===== config.mk =====
export PLATFORM = sky130hd
export DESIGN_NAME = tiled_4bpp_icon_to_argb_top
export DESIGN_NICKNAME = d
export VERILOG_FILES = /design/src/hdl/icon4_pkg.sv /design/src/hdl/tiled_4bpp_icon_to_argb_top.sv
export SDC_FILE = /design/constraint.sdc
export NUM_CORES = 1
export LEC_CHECK = 0
export ABC_AREA = 0
export BUFFER_PORTS_ARGS = -buffer_cell sky130_fd_sc_hd__buf_2
export CORE_MARGIN = 5
export CORE_UTILIZATION = 45
export DETAILED_ROUTE_END_ITERATION = 7
export PLACE_DENSITY = 0.68
export RECOVER_POWER = 25
export REMOVE_ABC_BUFFERS = 1
export SLEW_MARGIN = 10
export SYNTH_ARGS = -nofsm -noshare
export SYNTH_HDL_FRONTEND = slang
export SYNTH_SLANG_ARGS = --single-unit

===== constraint.sdc =====
create_clock -name clk -period 3.5 [get_ports clk]
set_clock_uncertainty 0.1 [all_clocks]
set_input_delay 0.875 -clock clk [delete_from_list [all_inputs] [get_ports clk]]
set_output_delay 0.875 -clock clk [all_outputs]
set_load 0.05 [all_outputs]

===== src/hdl/icon4_pkg.sv =====
// Shared constants, codes and color helpers for the tiled 4bpp icon converter.
`default_nettype none

package icon4_pkg;

  localparam int PALETTE_ENTRIES = 16;
  localparam int SLOT_W          = 4;
  localparam int COLOR_W         = 15;
  localparam int OFFSET_W        = 9;
  localparam int PAIR_W          = 8;
  localparam int ARGB_W          = 32;
  localparam int RASTER_W        = 10;
  localparam int TILE_SIDE       = 8;
  localparam int TILE_COUNT      = 16;

  localparam logic [7:0] OPAQUE_ALPHA = 8'hff;

  typedef enum logic {
    MODE_PALETTE = 1'b0,
    MODE_BITMAP  = 1'b1
  } mode_t;

  typedef logic [COLOR_W-1:0]  color_t;
  typedef logic [ARGB_W-1:0]   argb_t;
  typedef logic [RASTER_W-1:0] raster_t;

  // (c*33)>>2 is c replicated over its top three bits
  function automatic logic [7:0] expand_channel(input logic [4:0] c);
    return {c, c[4:2]};
  endfunction

  function automatic argb_t rgb555_to_argb(input color_t color);
    return {OPAQUE_ALPHA,
            expand_channel(color[4:0]),
            expand_channel(color[9:5]),
            expand_channel(color[14:10])};
  endfunction

endpackage

`default_nettype wire


===== src/hdl/tiled_4bpp_icon_to_argb_top.sv =====
// Tiled 4bpp icon converter: palette memory, lookup stage and two-pixel output stage.
//
//  Channel | Handshake              | Payload
//  --------+------------------------+---------------------------------------------------
//  in      | in_valid / in_ready    | mode, palette_slot, color_word, byte_offset,
//          |                        | pixel_pair
//  out     | out_valid / out_ready  | argb_pixel, raster_index, last_pixel
//
//  A palette transaction writes the palette memory at its accept edge and yields nothing;
//  writes to slot zero are dropped. A bitmap transaction reads both nibbles from the
//  two-read-port palette memory at its accept edge; it then moves into the output register
//  once that is free, and the one-pixel output port shows the left pixel, then the right one.
//  The lookup stage can take a new byte while the output register still shows the last one.
//  Reset clears the palette valid bits; unwritten entries read as color zero.
//  Output stalls back up through the lookup stage to in_ready without loss.
`default_nettype none

module tiled_4bpp_icon_to_argb_top
  import icon4_pkg::*;
#(
  parameter int ICON_SIDE = 32
) (
  input  wire logic                clk,
  input  wire logic                rst,
  input  wire logic                in_valid,
  output logic                     in_ready,
  input  wire logic                mode,
  input  wire logic [SLOT_W-1:0]   palette_slot,
  input  wire logic [COLOR_W-1:0]  color_word,
  input  wire logic [OFFSET_W-1:0] byte_offset,
  input  wire logic [PAIR_W-1:0]   pixel_pair,
  output logic                     out_valid,
  input  wire logic                out_ready,
  output logic [ARGB_W-1:0]        argb_pixel,
  output logic [RASTER_W-1:0]      raster_index,
  output logic                     last_pixel
);

  localparam int TILES_PER_ROW = (ICON_SIDE / TILE_SIDE == 0) ? 1 : ICON_SIDE / TILE_SIDE;
  localparam raster_t SIDE_R   = RASTER_W'(ICON_SIDE);
  localparam raster_t TOP_ROW  = RASTER_W'(ICON_SIDE - 1);

  // Tile number to tile row / tile column, settled at elaboration
  function automatic logic [TILE_COUNT*4-1:0] build_lut(input bit want_row);
    logic [TILE_COUNT*4-1:0] lut;
    lut = '0;
    for (int i = 0; i < TILE_COUNT; i++) begin
      if (want_row) begin
        lut[i*4 +: 4] = 4'(i / TILES_PER_ROW);
      end else begin
        lut[i*4 +: 4] = 4'(i % TILES_PER_ROW);
      end
    end
    return lut;
  endfunction

  localparam logic [TILE_COUNT*4-1:0] TILE_ROW_LUT = build_lut(1'b1);
  localparam logic [TILE_COUNT*4-1:0] TILE_COL_LUT = build_lut(1'b0);

  // Handshake
  logic in_accept;
  logic pal_we;
  logic bm_accept;
  logic out_free;
  logic s1_move;

  // Palette memory and its valid bits
  color_t                     pal_mem [PALETTE_ENTRIES];
  logic [PALETTE_ENTRIES-1:0] pal_valid;

  // Lookup stage
  logic    s1_valid;
  color_t  s1_rd0;
  color_t  s1_rd1;
  logic    s1_nz0;
  logic    s1_nz1;
  raster_t s1_base;

  // Output stage
  argb_t   out_pix0;
  argb_t   out_pix1;
  raster_t out_base;
  logic    out_phase;

  // Raster address of the left pixel
  logic [3:0] nib0;
  logic [3:0] nib1;
  logic [3:0] tile;
  logic [3:0] tile_row;
  logic [3:0] tile_col;
  raster_t    row_r;
  raster_t    col_r;
  raster_t    row_scaled;
  raster_t    base;

  assign nib0     = pixel_pair[3:0];
  assign nib1     = pixel_pair[7:4];
  assign tile     = byte_offset[8:5];
  assign tile_row = TILE_ROW_LUT[tile*4 +: 4];
  assign tile_col = TILE_COL_LUT[tile*4 +: 4];

  always_comb begin
    row_r      = TOP_ROW - {3'b0, tile_row, 3'b0} - {7'b0, byte_offset[4:2]};
    col_r      = {3'b0, tile_col, 3'b0} + {7'b0, byte_offset[1:0], 1'b0};
    row_scaled = row_r * SIDE_R;
    base       = row_scaled + col_r;
  end

  assign out_free  = !out_valid || (out_ready && out_phase);
  assign s1_move   = s1_valid && out_free;
  assign in_ready  = !s1_valid || s1_move;
  assign in_accept = in_valid && in_ready;
  assign pal_we    = in_accept && (mode == MODE_PALETTE) && (palette_slot != '0);
  assign bm_accept = in_accept && (mode == MODE_BITMAP);

  // Palette memory: one write port, two registered read ports
  always_ff @(posedge clk) begin
    if (pal_we) begin
      pal_mem[palette_slot] <= color_word;
    end
  end

  // Unwritten entries give color zero; only index 0 is transparent
  always_ff @(posedge clk) begin
    if (bm_accept) begin
      s1_rd0  <= pal_valid[nib0] ? pal_mem[nib0] : '0;
      s1_rd1  <= pal_valid[nib1] ? pal_mem[nib1] : '0;
      s1_nz0  <= (nib0 != '0);
      s1_nz1  <= (nib1 != '0);
      s1_base <= base;
    end
  end

  always_ff @(posedge clk) begin
    if (rst) begin
      pal_valid <= '0;
    end else if (pal_we) begin
      pal_valid[palette_slot] <= 1'b1;
    end
  end

  always_ff @(posedge clk) begin
    if (rst) begin
      s1_valid <= 1'b0;
    end else if (bm_accept) begin
      s1_valid <= 1'b1;
    end else if (s1_move) begin
      s1_valid <= 1'b0;
    end
  end

  // Output stage: expand colors on the way in, then show left and right pixel
  always_ff @(posedge clk) begin
    if (s1_move) begin
      out_pix0 <= s1_nz0 ? rgb555_to_argb(s1_rd0) : '0;
      out_pix1 <= s1_nz1 ? rgb555_to_argb(s1_rd1) : '0;
      out_base <= s1_base;
    end
  end

  always_ff @(posedge clk) begin
    if (rst) begin
      out_valid <= 1'b0;
      out_phase <= 1'b0;
    end else if (s1_move) begin
      out_valid <= 1'b1;
      out_phase <= 1'b0;
    end else if (out_valid && out_ready) begin
      if (out_phase) begin
        out_valid <= 1'b0;
        out_phase <= 1'b0;
      end else begin
        out_phase <= 1'b1;
      end
    end
  end

  assign argb_pixel   = out_phase ? out_pix1 : out_pix0;
  assign raster_index = out_base + {{(RASTER_W-1){1'b0}}, out_phase};
  assign last_pixel   = out_phase;

  // The right pixel follows the left one at the next column
  a_pair_follows: assert property (@(posedge clk) disable iff (rst)
    out_valid && out_ready && !last_pixel
    |=> out_valid && last_pixel && (raster_index == $past(raster_index) + 10'd1))
    else $error("right pixel did not follow left pixel");

  // A palette write never enters the lookup stage
  a_palette_no_result: assert property (@(posedge clk) disable iff (rst)
    in_valid && in_ready && (mode == MODE_PALETTE) |=> !s1_valid)
    else $error("palette transaction produced a lookup");

  // Slot zero is never marked as written
  a_slot0_clear: assert property (@(posedge clk) disable iff (rst)
    !pal_valid[0])
    else $error("palette slot zero was written");

  // A finished lookup moves to the output register as soon as it is free
  a_lookup_moves: assert property (@(posedge clk) disable iff (rst)
    s1_valid && out_free |=> out_valid && !out_phase)
    else $error("lookup stage failed to advance");

endmodule

`default_nettype wire


==> results of run 1 <==
==> final timing paths <==
path | cells past startpoint | end | slack [ns]
max reg2reg | 7 | pal_mem[14][14]$_DFFE_PP_ | 1.21
min reg2reg | 0 | out_base[6]$_DFFE_PP_ | 0.32
max | 3 | argb_pixel[13] | 0.80
min | 0 | out_base[6]$_DFFE_PP_ | 0.32
==> power by group through the flow <==
| stage | clock [mW] | sequential, mW | combinational, mW |
|---|---|---|---|
| detailed placement | 0 | 4.67 | 0.657 |
| global placement | 0 | 4.67 | 0.652 |
| finish | 3.70 | 4.58 | 0.653 |
| floorplan | 0 | 4.67 | 0.354 |
| CTS | 3.79 | 4.58 | 0.660 |
| global route | 3.94 | 4.59 | 0.693 |
==> routing by layer <==
layer,GRT usage,vias to the layer above,routed length [um]
met4,0.0486,0,807
li1,-,3460,-
met2,0.327,363,17600
met5,0,-,0
met1,0.251,4204,13800
met3,0.0402,63,3080
==> synth_stat cells (2+ instances only) <==
library cell / count
mux2i_1: 3
buf_4: 21
a2111oi_0: 2
nor3b_1: 2
mux4_2: 126
nand2_1: 7
nand2b_1: 3
buf_2: 20
a22o_1: 4
edfxtp_1: 322
nor2_4: 2
or4_1: 2
o32a_1: 2
clkbuf_1: 21
and2_1: 32
a21oi_1: 41
buf_1: 5
dfxtp_1: 19
a22oi_1: 56
inv_1: 7
a31oi_1: 5
mux2_2: 20
o21ai_0: 2
nand3_1: 3
nor2_1: 41
nor2b_1: 8
==> flip-flops by register name (all words and copies together) (netlist names) <==
name        flops
s1_valid        1
out_valid       1
out_pix1       16
last_pixel      1
pal_mem       240
out_base        9
s1_base         9
s1_nz0          1
s1_rd0         15
out_pix0       16
pal_valid      16
s1_nz1          1
s1_rd1         15
==> layout make-up <==
class	instances	area (um^2)	share of cell area
flip-flops and latches	341	10000	0.587
multi-input cells	381	4520	0.264
repair buffers	133	825	0.0482
well taps	442	553	0.0323
clock inverters	21	203	0.0118
inverters	7	26.3	0.00154
clock buffers	42	945	0.0552
==> cells in the final DEF, fill, tap and decap left out, drive strengths merged, types with 5 or more instances in the layout <==
cell      netlist  routed
clkinv          0       9
buf            47     120
dfxtp          19      19
nand2           7       7
a31oi           5       5
and2           32      32
nor2           43      43
nor2b           8       8
a22oi          56      56
a21oi          41      41
inv             7      10
clkinvlp        0       6
clkbuf         21      55
mux2           20      20
edfxtp        322     322
conb            1      15
mux4          126     126
==> through the flow <==
stage / setup slack [ns] / std cells / TNS, ns / power [mW]
floorplan: -0.689 / 729 / -52.07 / 5.03
global placement: 0.641 / 1304 / 0 / 5.32
detailed placement: 0.636 / 1304 / 0 / 5.33
CTS: 0.765 / 1367 / 0 / 9.03
global route: 0.750 / 1367 / 0 / 9.22
finish: 0.797 / 1367 / 0 / 8.94
==> logic make-up after synthesis <==
family / after synthesis / share of synthesized area
other cells: 1 / 0.000253
mux: 149 / 0.208
compound gates: 115 / 0.0527
simple gates: 102 / 0.0356
buf+inv: 75 / 0.0265
flops: 341 / 0.677
==> impl_metrics.py, run 1 <==
metrics = {
    "outcome": {
        "status": "complete, no violations",
    },
    "power": {
        "p_leak_nw": 5.56,
        "pwr-share-clk": 0.414,
        "vdd_ir_drop_max_mv": 0.380,
        "powerDensity_mw_per_mm2": 522,
        "power_frac_comb": 0.073,
        "internal-power_mw": 6.97,
        "seqPwrFrac": 0.513,
        "p_switching_mw": 1.96,
        "switching_share": 0.220,
    },
    "logic_synthesis": {
        "yosysTopAreaCellShare": 0.651,
        "async_reset_ff_frac": 0,
        "yosys_register_bits": 341,
        "synth_edf_count": 322,
        "ys_seq_area_frac": 0.677,
        "netlist-cell-type-count": 33,
        "syn_area_mm2": 0.0148,
        "synthCells": 783,
        "synth.area.top_cells": "edfxtp_1 (65%), mux4_2 (19%), a22oi_1 (2.8%)",
        "synth-main-ff-cell": "edfxtp_1",
        "synth.avg_cell_area_um2": 19.0,
        "synth_top_area_cell": "edfxtp_1",
        "yosysWarnings": 0,
    },
    "detailed_routing": {
        "post_drt_wl_per_cell_um": 25.8,
        "drt-total-wl_um": 35300,
        "first_pass_iters": 5,
        "route.detailed.drc": 0,
        "postRouteAntennaNets": 0,
        "post_drt_via_cell_ratio": 5.92,
        "drt-initial-drc-count": 716,
        "num_vias": 8090,
    },
    "worst_setup_path": {
        "path_delay_family": "buffers and inverters",
        "critical_path_arrival_ns": 1.73,
        "worstReg2RegStart": "last_pixel$_SDFFE_PP0P_",
        "slowest_stage": "mux2_2",
        "worstSetupPathType": "reg2out",
        "critPathLaunchType": "flop",
        "crit_required_ns": 2.52,
        "critPathMaxStageDelay_ns": 0.41,
        "crit_chain": "buf_4, mux2_2, buf_2",
        "path_max_fanout": 10,
        "end_kind": "output pin",
        "startpoint": "last_pixel$_SDFFE_PP0P_",
        "crit_buf_inv": 2,
    },
    "hold_path": {
        "hp-class": "reg2reg",
        "hp-start": "s1_base[6]$_DFFE_PP_",
    },
    "finish": {
        "post-route-util": 0.526,
        "antenna_cells": 0,
        "fill_cells": 2615,
        "nNetsFinal": 941,
        "drive_above_1_share": 0.370,
        "design_area_mm2": 0.0171,
        "flow.area_growth_from_synthesis_pct": 15.3,
    },
    "placed_design": {
        "gp_congestion": 0.809,
        "port_buffers": 85,
        "hpwl_um": 21800,
        "place_area_mm2": 0.0160,
    },
    "global_routing": {
        "antenna_found_initial": 1,
        "grt_pass1_vias": 8223,
        "grt_pass1_wl_um": 51000,
        "globalRoute.totalOverflow": 0,
        "grt_max_degree": 54,
        "grt_use_total": 0.191,
    },
    "timing": {
        "tightestPinTransition_ns": 0.775,
        "timing_hold_violations_final": 0,
        "max_slew_margin": 0.484,
        "slew_violations": 0,
        "hold_ws_ns": 0.320,
        "finalCriticalPeriod_ns": 2.70,
        "setup-violations-final": 0,
        "rsz0062_at_grt": "false",
        "fmax_mhz": 370,
        "fin_crit_sh": 0.772,
    },
    "clock_tree": {
        "clkLatencyLatePin_ns": 0.52,
        "post_cts_buffers": 0,
        "ctsResizeCount": 0,
        "clockBufferDepth": 3,
        "cts_tree": "yes",
        "cts-root-buf": "clkbuf_16",
        "htreeDepth": 2,
        "cts_buffers": 36,
        "cts.sinks": 341,
        "hold_buffers": 0,
        "clk_pin_slew_ns": 0.06,
    },
    "floorplan": {
        "fp.dieH_um": 192,
        "rows": 66,
        "die_x_um": 192,
        "die_area_mm2": 0.0367,
        "num_io_pins": 86,
        "start_util": 0.456,
        "core_mm2": 0.0325,
    },
    "flow_run": {
        "drv_cap": 0,
    },
}
Power figures use the tool's default switching activity.
==> run 2: changes to the inputs <==
- PLACE_DENSITY: 0.68 -> 0.66
- clock period: 3.5 -> 2.7 ns (I/O delays scaled with it)
==> run 2 against run 1 <==
Routed wire length increased by 4.5%. Register-to-register slack worse by 0.62 ns. Sequential power up 30%. Clock power rose by 24%. Highest routed layer unchanged. Critical path type unchanged. Sequential cell count unchanged. First-iteration DRC count grew 7.3%.
==> impl_metrics.py, run 2 (synthesis results as in run 1) <==
metrics = {
    "outcome": {
        "status": "complete, no violations",
    },
    "detailed_routing": {
        "postRouteAntennaNets": 0,
        "post_drt_wl_per_cell_um": 26.7,
        "route.detailed.drc": 0,
        "first_pass_iters": 5,
        "drt-initial-drc-count": 768,
        "post_drt_via_cell_ratio": 5.93,
        "num_vias": 8184,
        "drt-total-wl_um": 36900,
    },
    "global_routing": {
        "met2_usage": 0.368,
        "globalRoute.totalOverflow": 0,
        "grt_pass1_wl_um": 53200,
        "grt_util_met1": 0.253,
        "grt.busiest_layer": "met2",
        "grt_pass1_vias": 8313,
        "grt_use_total": 0.202,
        "grt_util_met3": 0.0322,
        "antenna_found_initial": 1,
        "grt_max_degree": 42,
    },
    "floorplan": {
        "die_x_um": 192,
        "die_area_mm2": 0.0367,
        "start_util": 0.456,
        "rows": 66,
        "core_mm2": 0.0325,
        "fp.dieH_um": 192,
        "num_io_pins": 86,
    },
    "clock_tree": {
        "cts_buffers": 36,
        "htreeDepth": 2,
        "cts_tree": "yes",
        "cts.sinks": 341,
        "post_cts_buffers": 0,
        "clkLatencyLatePin_ns": 0.52,
        "cts-root-buf": "clkbuf_16",
        "ctsResizeCount": 0,
        "clk_pin_slew_ns": 0.06,
        "clockBufferDepth": 3,
        "hold_buffers": 0,
    },
    "finish": {
        "design_area_mm2": 0.0174,
        "largest_register_ffs": 240,
        "antenna_cells": 0,
        "nNetsFinal": 953,
        "flow.area_growth_from_synthesis_pct": 17.0,
        "drive_above_1_share": 0.376,
        "layout_common_cells": "edfxtp_1 (322), mux4_2 (126), buf_2 (70)",
        "final_common_cell": "edfxtp_1",
        "largest-register": "pal_mem",
    },
    "timing": {
        "fin_crit_sh": 0.929,
        "timing_hold_violations_final": 0,
        "tightestPinTransition_ns": 0.899,
        "setup-tns-final_ns": 0,
        "setup-violations-final": 0,
        "slew_violations": 0,
        "hold_ws_ns": 0.232,
        "worst_slack_ns": 0.192,
        "max_slew_margin": 0.401,
        "fmax_mhz": 399,
        "finalCriticalPeriod_ns": 2.51,
        "rsz0062_at_grt": "false",
    },
    "worst_setup_path": {
        "critPathLaunchType": "flop",
        "end_kind": "output pin",
        "crit_required_ns": 1.92,
        "critical_path_arrival_ns": 1.73,
        "path_max_fanout": 13,
        "worstSetupPathType": "reg2out",
    },
    "placed_design": {
        "hpwl_um": 22200,
        "dp_slack_ns": 0.198,
        "port_buffers": 85,
        "place_area_mm2": 0.0163,
        "gp_congestion": 0.812,
    },
    "power": {
        "vdd_ir_drop_max_mv": 0.460,
        "powerDensity_mw_per_mm2": 657,
        "p_leak_nw": 5.68,
    },
    "hold_path": {
        "hp-class": "in2reg",
    },
    "flow_run": {
        "drv_cap": 0,
    },
}
-- run 2: layout make-up --
class / count / area [um^2]
multi-input cells: 381 / 4520
flip-flops and latches: 341 / 10000
repair buffers: 145 / 1130
well taps: 442 / 553
clock buffers: 43 / 948
inverters: 7 / 26.3
clock inverters: 22 / 146
fillers: 2614 / 15200
-- run 2: path summary, 6_finish.rpt --
kind         cells after the start                 endpoint                     from  slack, ns
min                              1     s1_base[4]$_DFFE_PP_           byte_offset[6]       0.23
max reg2reg                      7  pal_mem[6][5]$_DFFE_PP_  last_pixel$_SDFFE_PP0P_       0.59
max                              3           argb_pixel[28]  last_pixel$_SDFFE_PP0P_       0.19
min reg2reg                      0    out_base[3]$_DFFE_PP_     s1_base[3]$_DFFE_PP_       0.32
-- run 2: routing by layer --
metal  wire length (um)  share of wire
met5                  0              0
met4                866          0.023
met3               2400          0.065
met2              19400           0.53
met1              14100           0.38
-- run 2: where the power goes --
| part | total (mW) | internal, mW | switching (mW) |
|---|---|---|---|
| combinational | 0.882 | 0.360 | 0.522 |
| sequential | 5.94 | 5.89 | 0.0471 |
| clock | 4.58 | 2.62 | 1.96 |
| total | 11.4 | 8.87 | 2.53 |
-- run 2: critical path: stages (launching register included) --
cell	delay [ns]
dfxtp_1	0.32
buf_4	0.24
mux2_2	0.42
buf_2	0.23
-- run 2: through the flow --
step	total power [mW]	util	instances
final	11.4	0.534	1381
after floorplan	6.52	-	729
after global routing	11.8	0.534	1381
after CTS	11.5	0.534	1381
after detailed placement	6.94	0.501	1316
after global placement	6.93	0.501	1316
==> run 3: changes to the inputs <==
- CORE_UTILIZATION: 45 -> 41
- PLACE_DENSITY: 0.66 -> 0.61
- clock period: 2.7 -> 3.1 ns (I/O delays scaled with it)
==> run 3 against run 2 <==
Hold slack gained 0.089 ns. Largest cell class unchanged. Critical path type unchanged. First-iteration DRC count rose by 2.5%. Highest routed layer unchanged. Via count shrank 0.77%.
==> impl_metrics.py, run 3 (synthesis results as in run 1) <==
metrics = {
    "outcome": {
        "status": "complete, no violations",
    },
    "clock_tree": {
        "htreeDepth": 2,
        "cts_buffers": 37,
        "cts-root-buf": "clkbuf_16",
        "clockBufferDepth": 3,
        "clk_pin_slew_ns": 0.06,
        "cts.sinks": 341,
        "post_cts_buffers": 0,
        "hold_buffers": 0,
        "cts_tree": "yes",
        "clkLatencyLatePin_ns": 0.52,
        "ctsResizeCount": 0,
    },
    "finish": {
        "finalNonFillerCells": 1398,
        "multi_input_area_mm2": 0.00452,
        "layout_common_cells": "edfxtp_1 (322), mux4_2 (126), buf_2 (69)",
        "fill_cells": 2959,
        "design_area_mm2": 0.0173,
        "largest_register_ffs": 240,
        "largest-register": "pal_mem",
        "final_common_cell": "edfxtp_1",
        "flow.area_growth_from_synthesis_pct": 16.6,
        "drive_above_1_share": 0.372,
        "nNetsFinal": 950,
        "regArea_mm2": 0.0100,
    },
    "worst_setup_path": {
        "path_max_fanout": 14,
        "reg2reg_depth": 6,
        "critPathLaunchType": "flop",
        "worstSetupPathType": "reg2out",
        "critPathMaxStageDelay_ns": 0.61,
        "crit_required_ns": 2.22,
        "end_kind": "output pin",
        "critical_path_arrival_ns": 2.00,
        "slowest_stage": "dfxtp_1",
        "worstReg2RegStart": "last_pixel$_SDFFE_PP0P_",
        "critical_path.reg2reg.endpoint": "pal_mem[6][1]$_DFFE_PP_",
        "crit_chain": "buf_12, mux2_2, buf_2",
        "reg2reg_slack_ns": 0.75,
    },
    "power": {
        "powerDensity_mw_per_mm2": 589,
        "vdd_ir_drop_max_mv": 0.433,
        "p_leak_nw": 5.66,
    },
    "timing": {
        "finalCriticalPeriod_ns": 2.87,
        "timing_hold_violations_final": 0,
        "setup-violations-final": 0,
        "max_slew_margin": 0.385,
        "hold_ws_ns": 0.321,
        "slew_violations": 0,
        "fin_crit_sh": 0.927,
        "tightestPinTransition_ns": 0.919,
        "rsz0062_at_grt": "false",
        "fmax_mhz": 348,
    },
    "global_routing": {
        "globalRoute.totalOverflow": 0,
        "grt_use_total": 0.184,
        "antenna_found_initial": 0,
        "grt_max_degree": 42,
        "grt_pass1_vias": 8356,
        "grt_pass1_wl_um": 55100,
    },
    "detailed_routing": {
        "postRouteAntennaNets": 0,
        "post_drt_via_cell_ratio": 5.81,
        "post_drt_wl_per_cell_um": 26.6,
        "route.detailed.drc": 0,
        "drt-total-wl_um": 37200,
        "first_pass_iters": 5,
        "num_vias": 8121,
        "drt-initial-drc-count": 787,
    },
    "placed_design": {
        "port_buffers": 85,
        "dp.cells": 1331,
        "gp_congestion": 0.824,
        "hpwl_um": 23900,
        "place_area_mm2": 0.0161,
    },
    "floorplan": {
        "core_mm2": 0.0357,
        "rows": 69,
        "num_io_pins": 86,
        "die_area_mm2": 0.0401,
        "die_x_um": 200,
        "start_util": 0.416,
        "fp.dieH_um": 200,
    },
    "hold_path": {
        "min_to": "out_base[7]$_DFFE_PP_",
        "hp-start": "s1_base[7]$_DFFE_PP_",
        "hold-path-cell-count": 0,
        "hp-class": "reg2reg",
    },
    "flow_run": {
        "drv_cap": 0,
    },
}
[run 3: routing by layer]
metal	global-route usage	vias up	routed length, um
met5	0	-	0
met4	0.0543	0	1020
met3	0.0291	77	2070
met2	0.310	325	18500
met1	0.250	4214	15600
li1	-	3505	-
[run 3: worst max-delay path by stage]
| stage | end | slack (ns) | startpoint | depth (start not counted) |
|---|---|---|---|---|
| 6_report | argb_pixel[16] | 0.23 | last_pixel$_SDFFE_PP0P_ | 3 |
| 3_5_place_dp | s1_rd1[6]$_SDFFCE_PN0P_ | 0.36 | pixel_pair[4] | 6 |
| 3_3_place_gp | s1_rd1[12]$_SDFFCE_PN0P_ | 0.31 | pixel_pair[4] | 5 |
| 2_1_floorplan | s1_base[1]$_DFFE_PP_ | -1.09 | last_pixel$_SDFFE_PP0P_ | 2 |
| 4_1_cts | argb_pixel[16] | 0.13 | last_pixel$_SDFFE_PP0P_ | 3 |
| 5_1_grt | argb_pixel[25] | 0.09 | last_pixel$_SDFFE_PP0P_ | 3 |
[run 3: area by class of cell]
class | count | area share
Antenna cell | 1 | 0.000145
Inverter | 7 | 0.00152
Timing Repair Buffer | 141 | 0.0554
Clock inverter | 19 | 0.00867
Multi-Input combinational cell | 381 | 0.261
Sequential cell | 341 | 0.580
Tap cell | 461 | 0.0333
Clock buffer | 47 | 0.0598
[run 3: critical path: cells and delay by family, from the launching register on]
kind,cells,cell delay [ns]
buffers and inverters,2,0.45
DFF,1,0.61
muxes,1,0.40
[run 3: where the power goes]
part	internal [mW]	switching, mW	total [mW]
Clock	2.53	1.74	4.27
Sequential	5.13	0.0415	5.18
Combinational	0.301	0.458	0.760
Total	7.97	2.24	10.2
[run 3: through the flow]
step                setup TNS, ns   util  power, mW  setup WS, ns
detailed placement              0  0.453       6.04         0.358
floorplan                 -128.68      -       5.68         -1.09
global route                    0  0.486       10.6        0.0876
CTS                             0  0.486       10.3         0.131
global placement                0  0.453       6.03         0.306
finish                          0  0.486       10.2         0.226
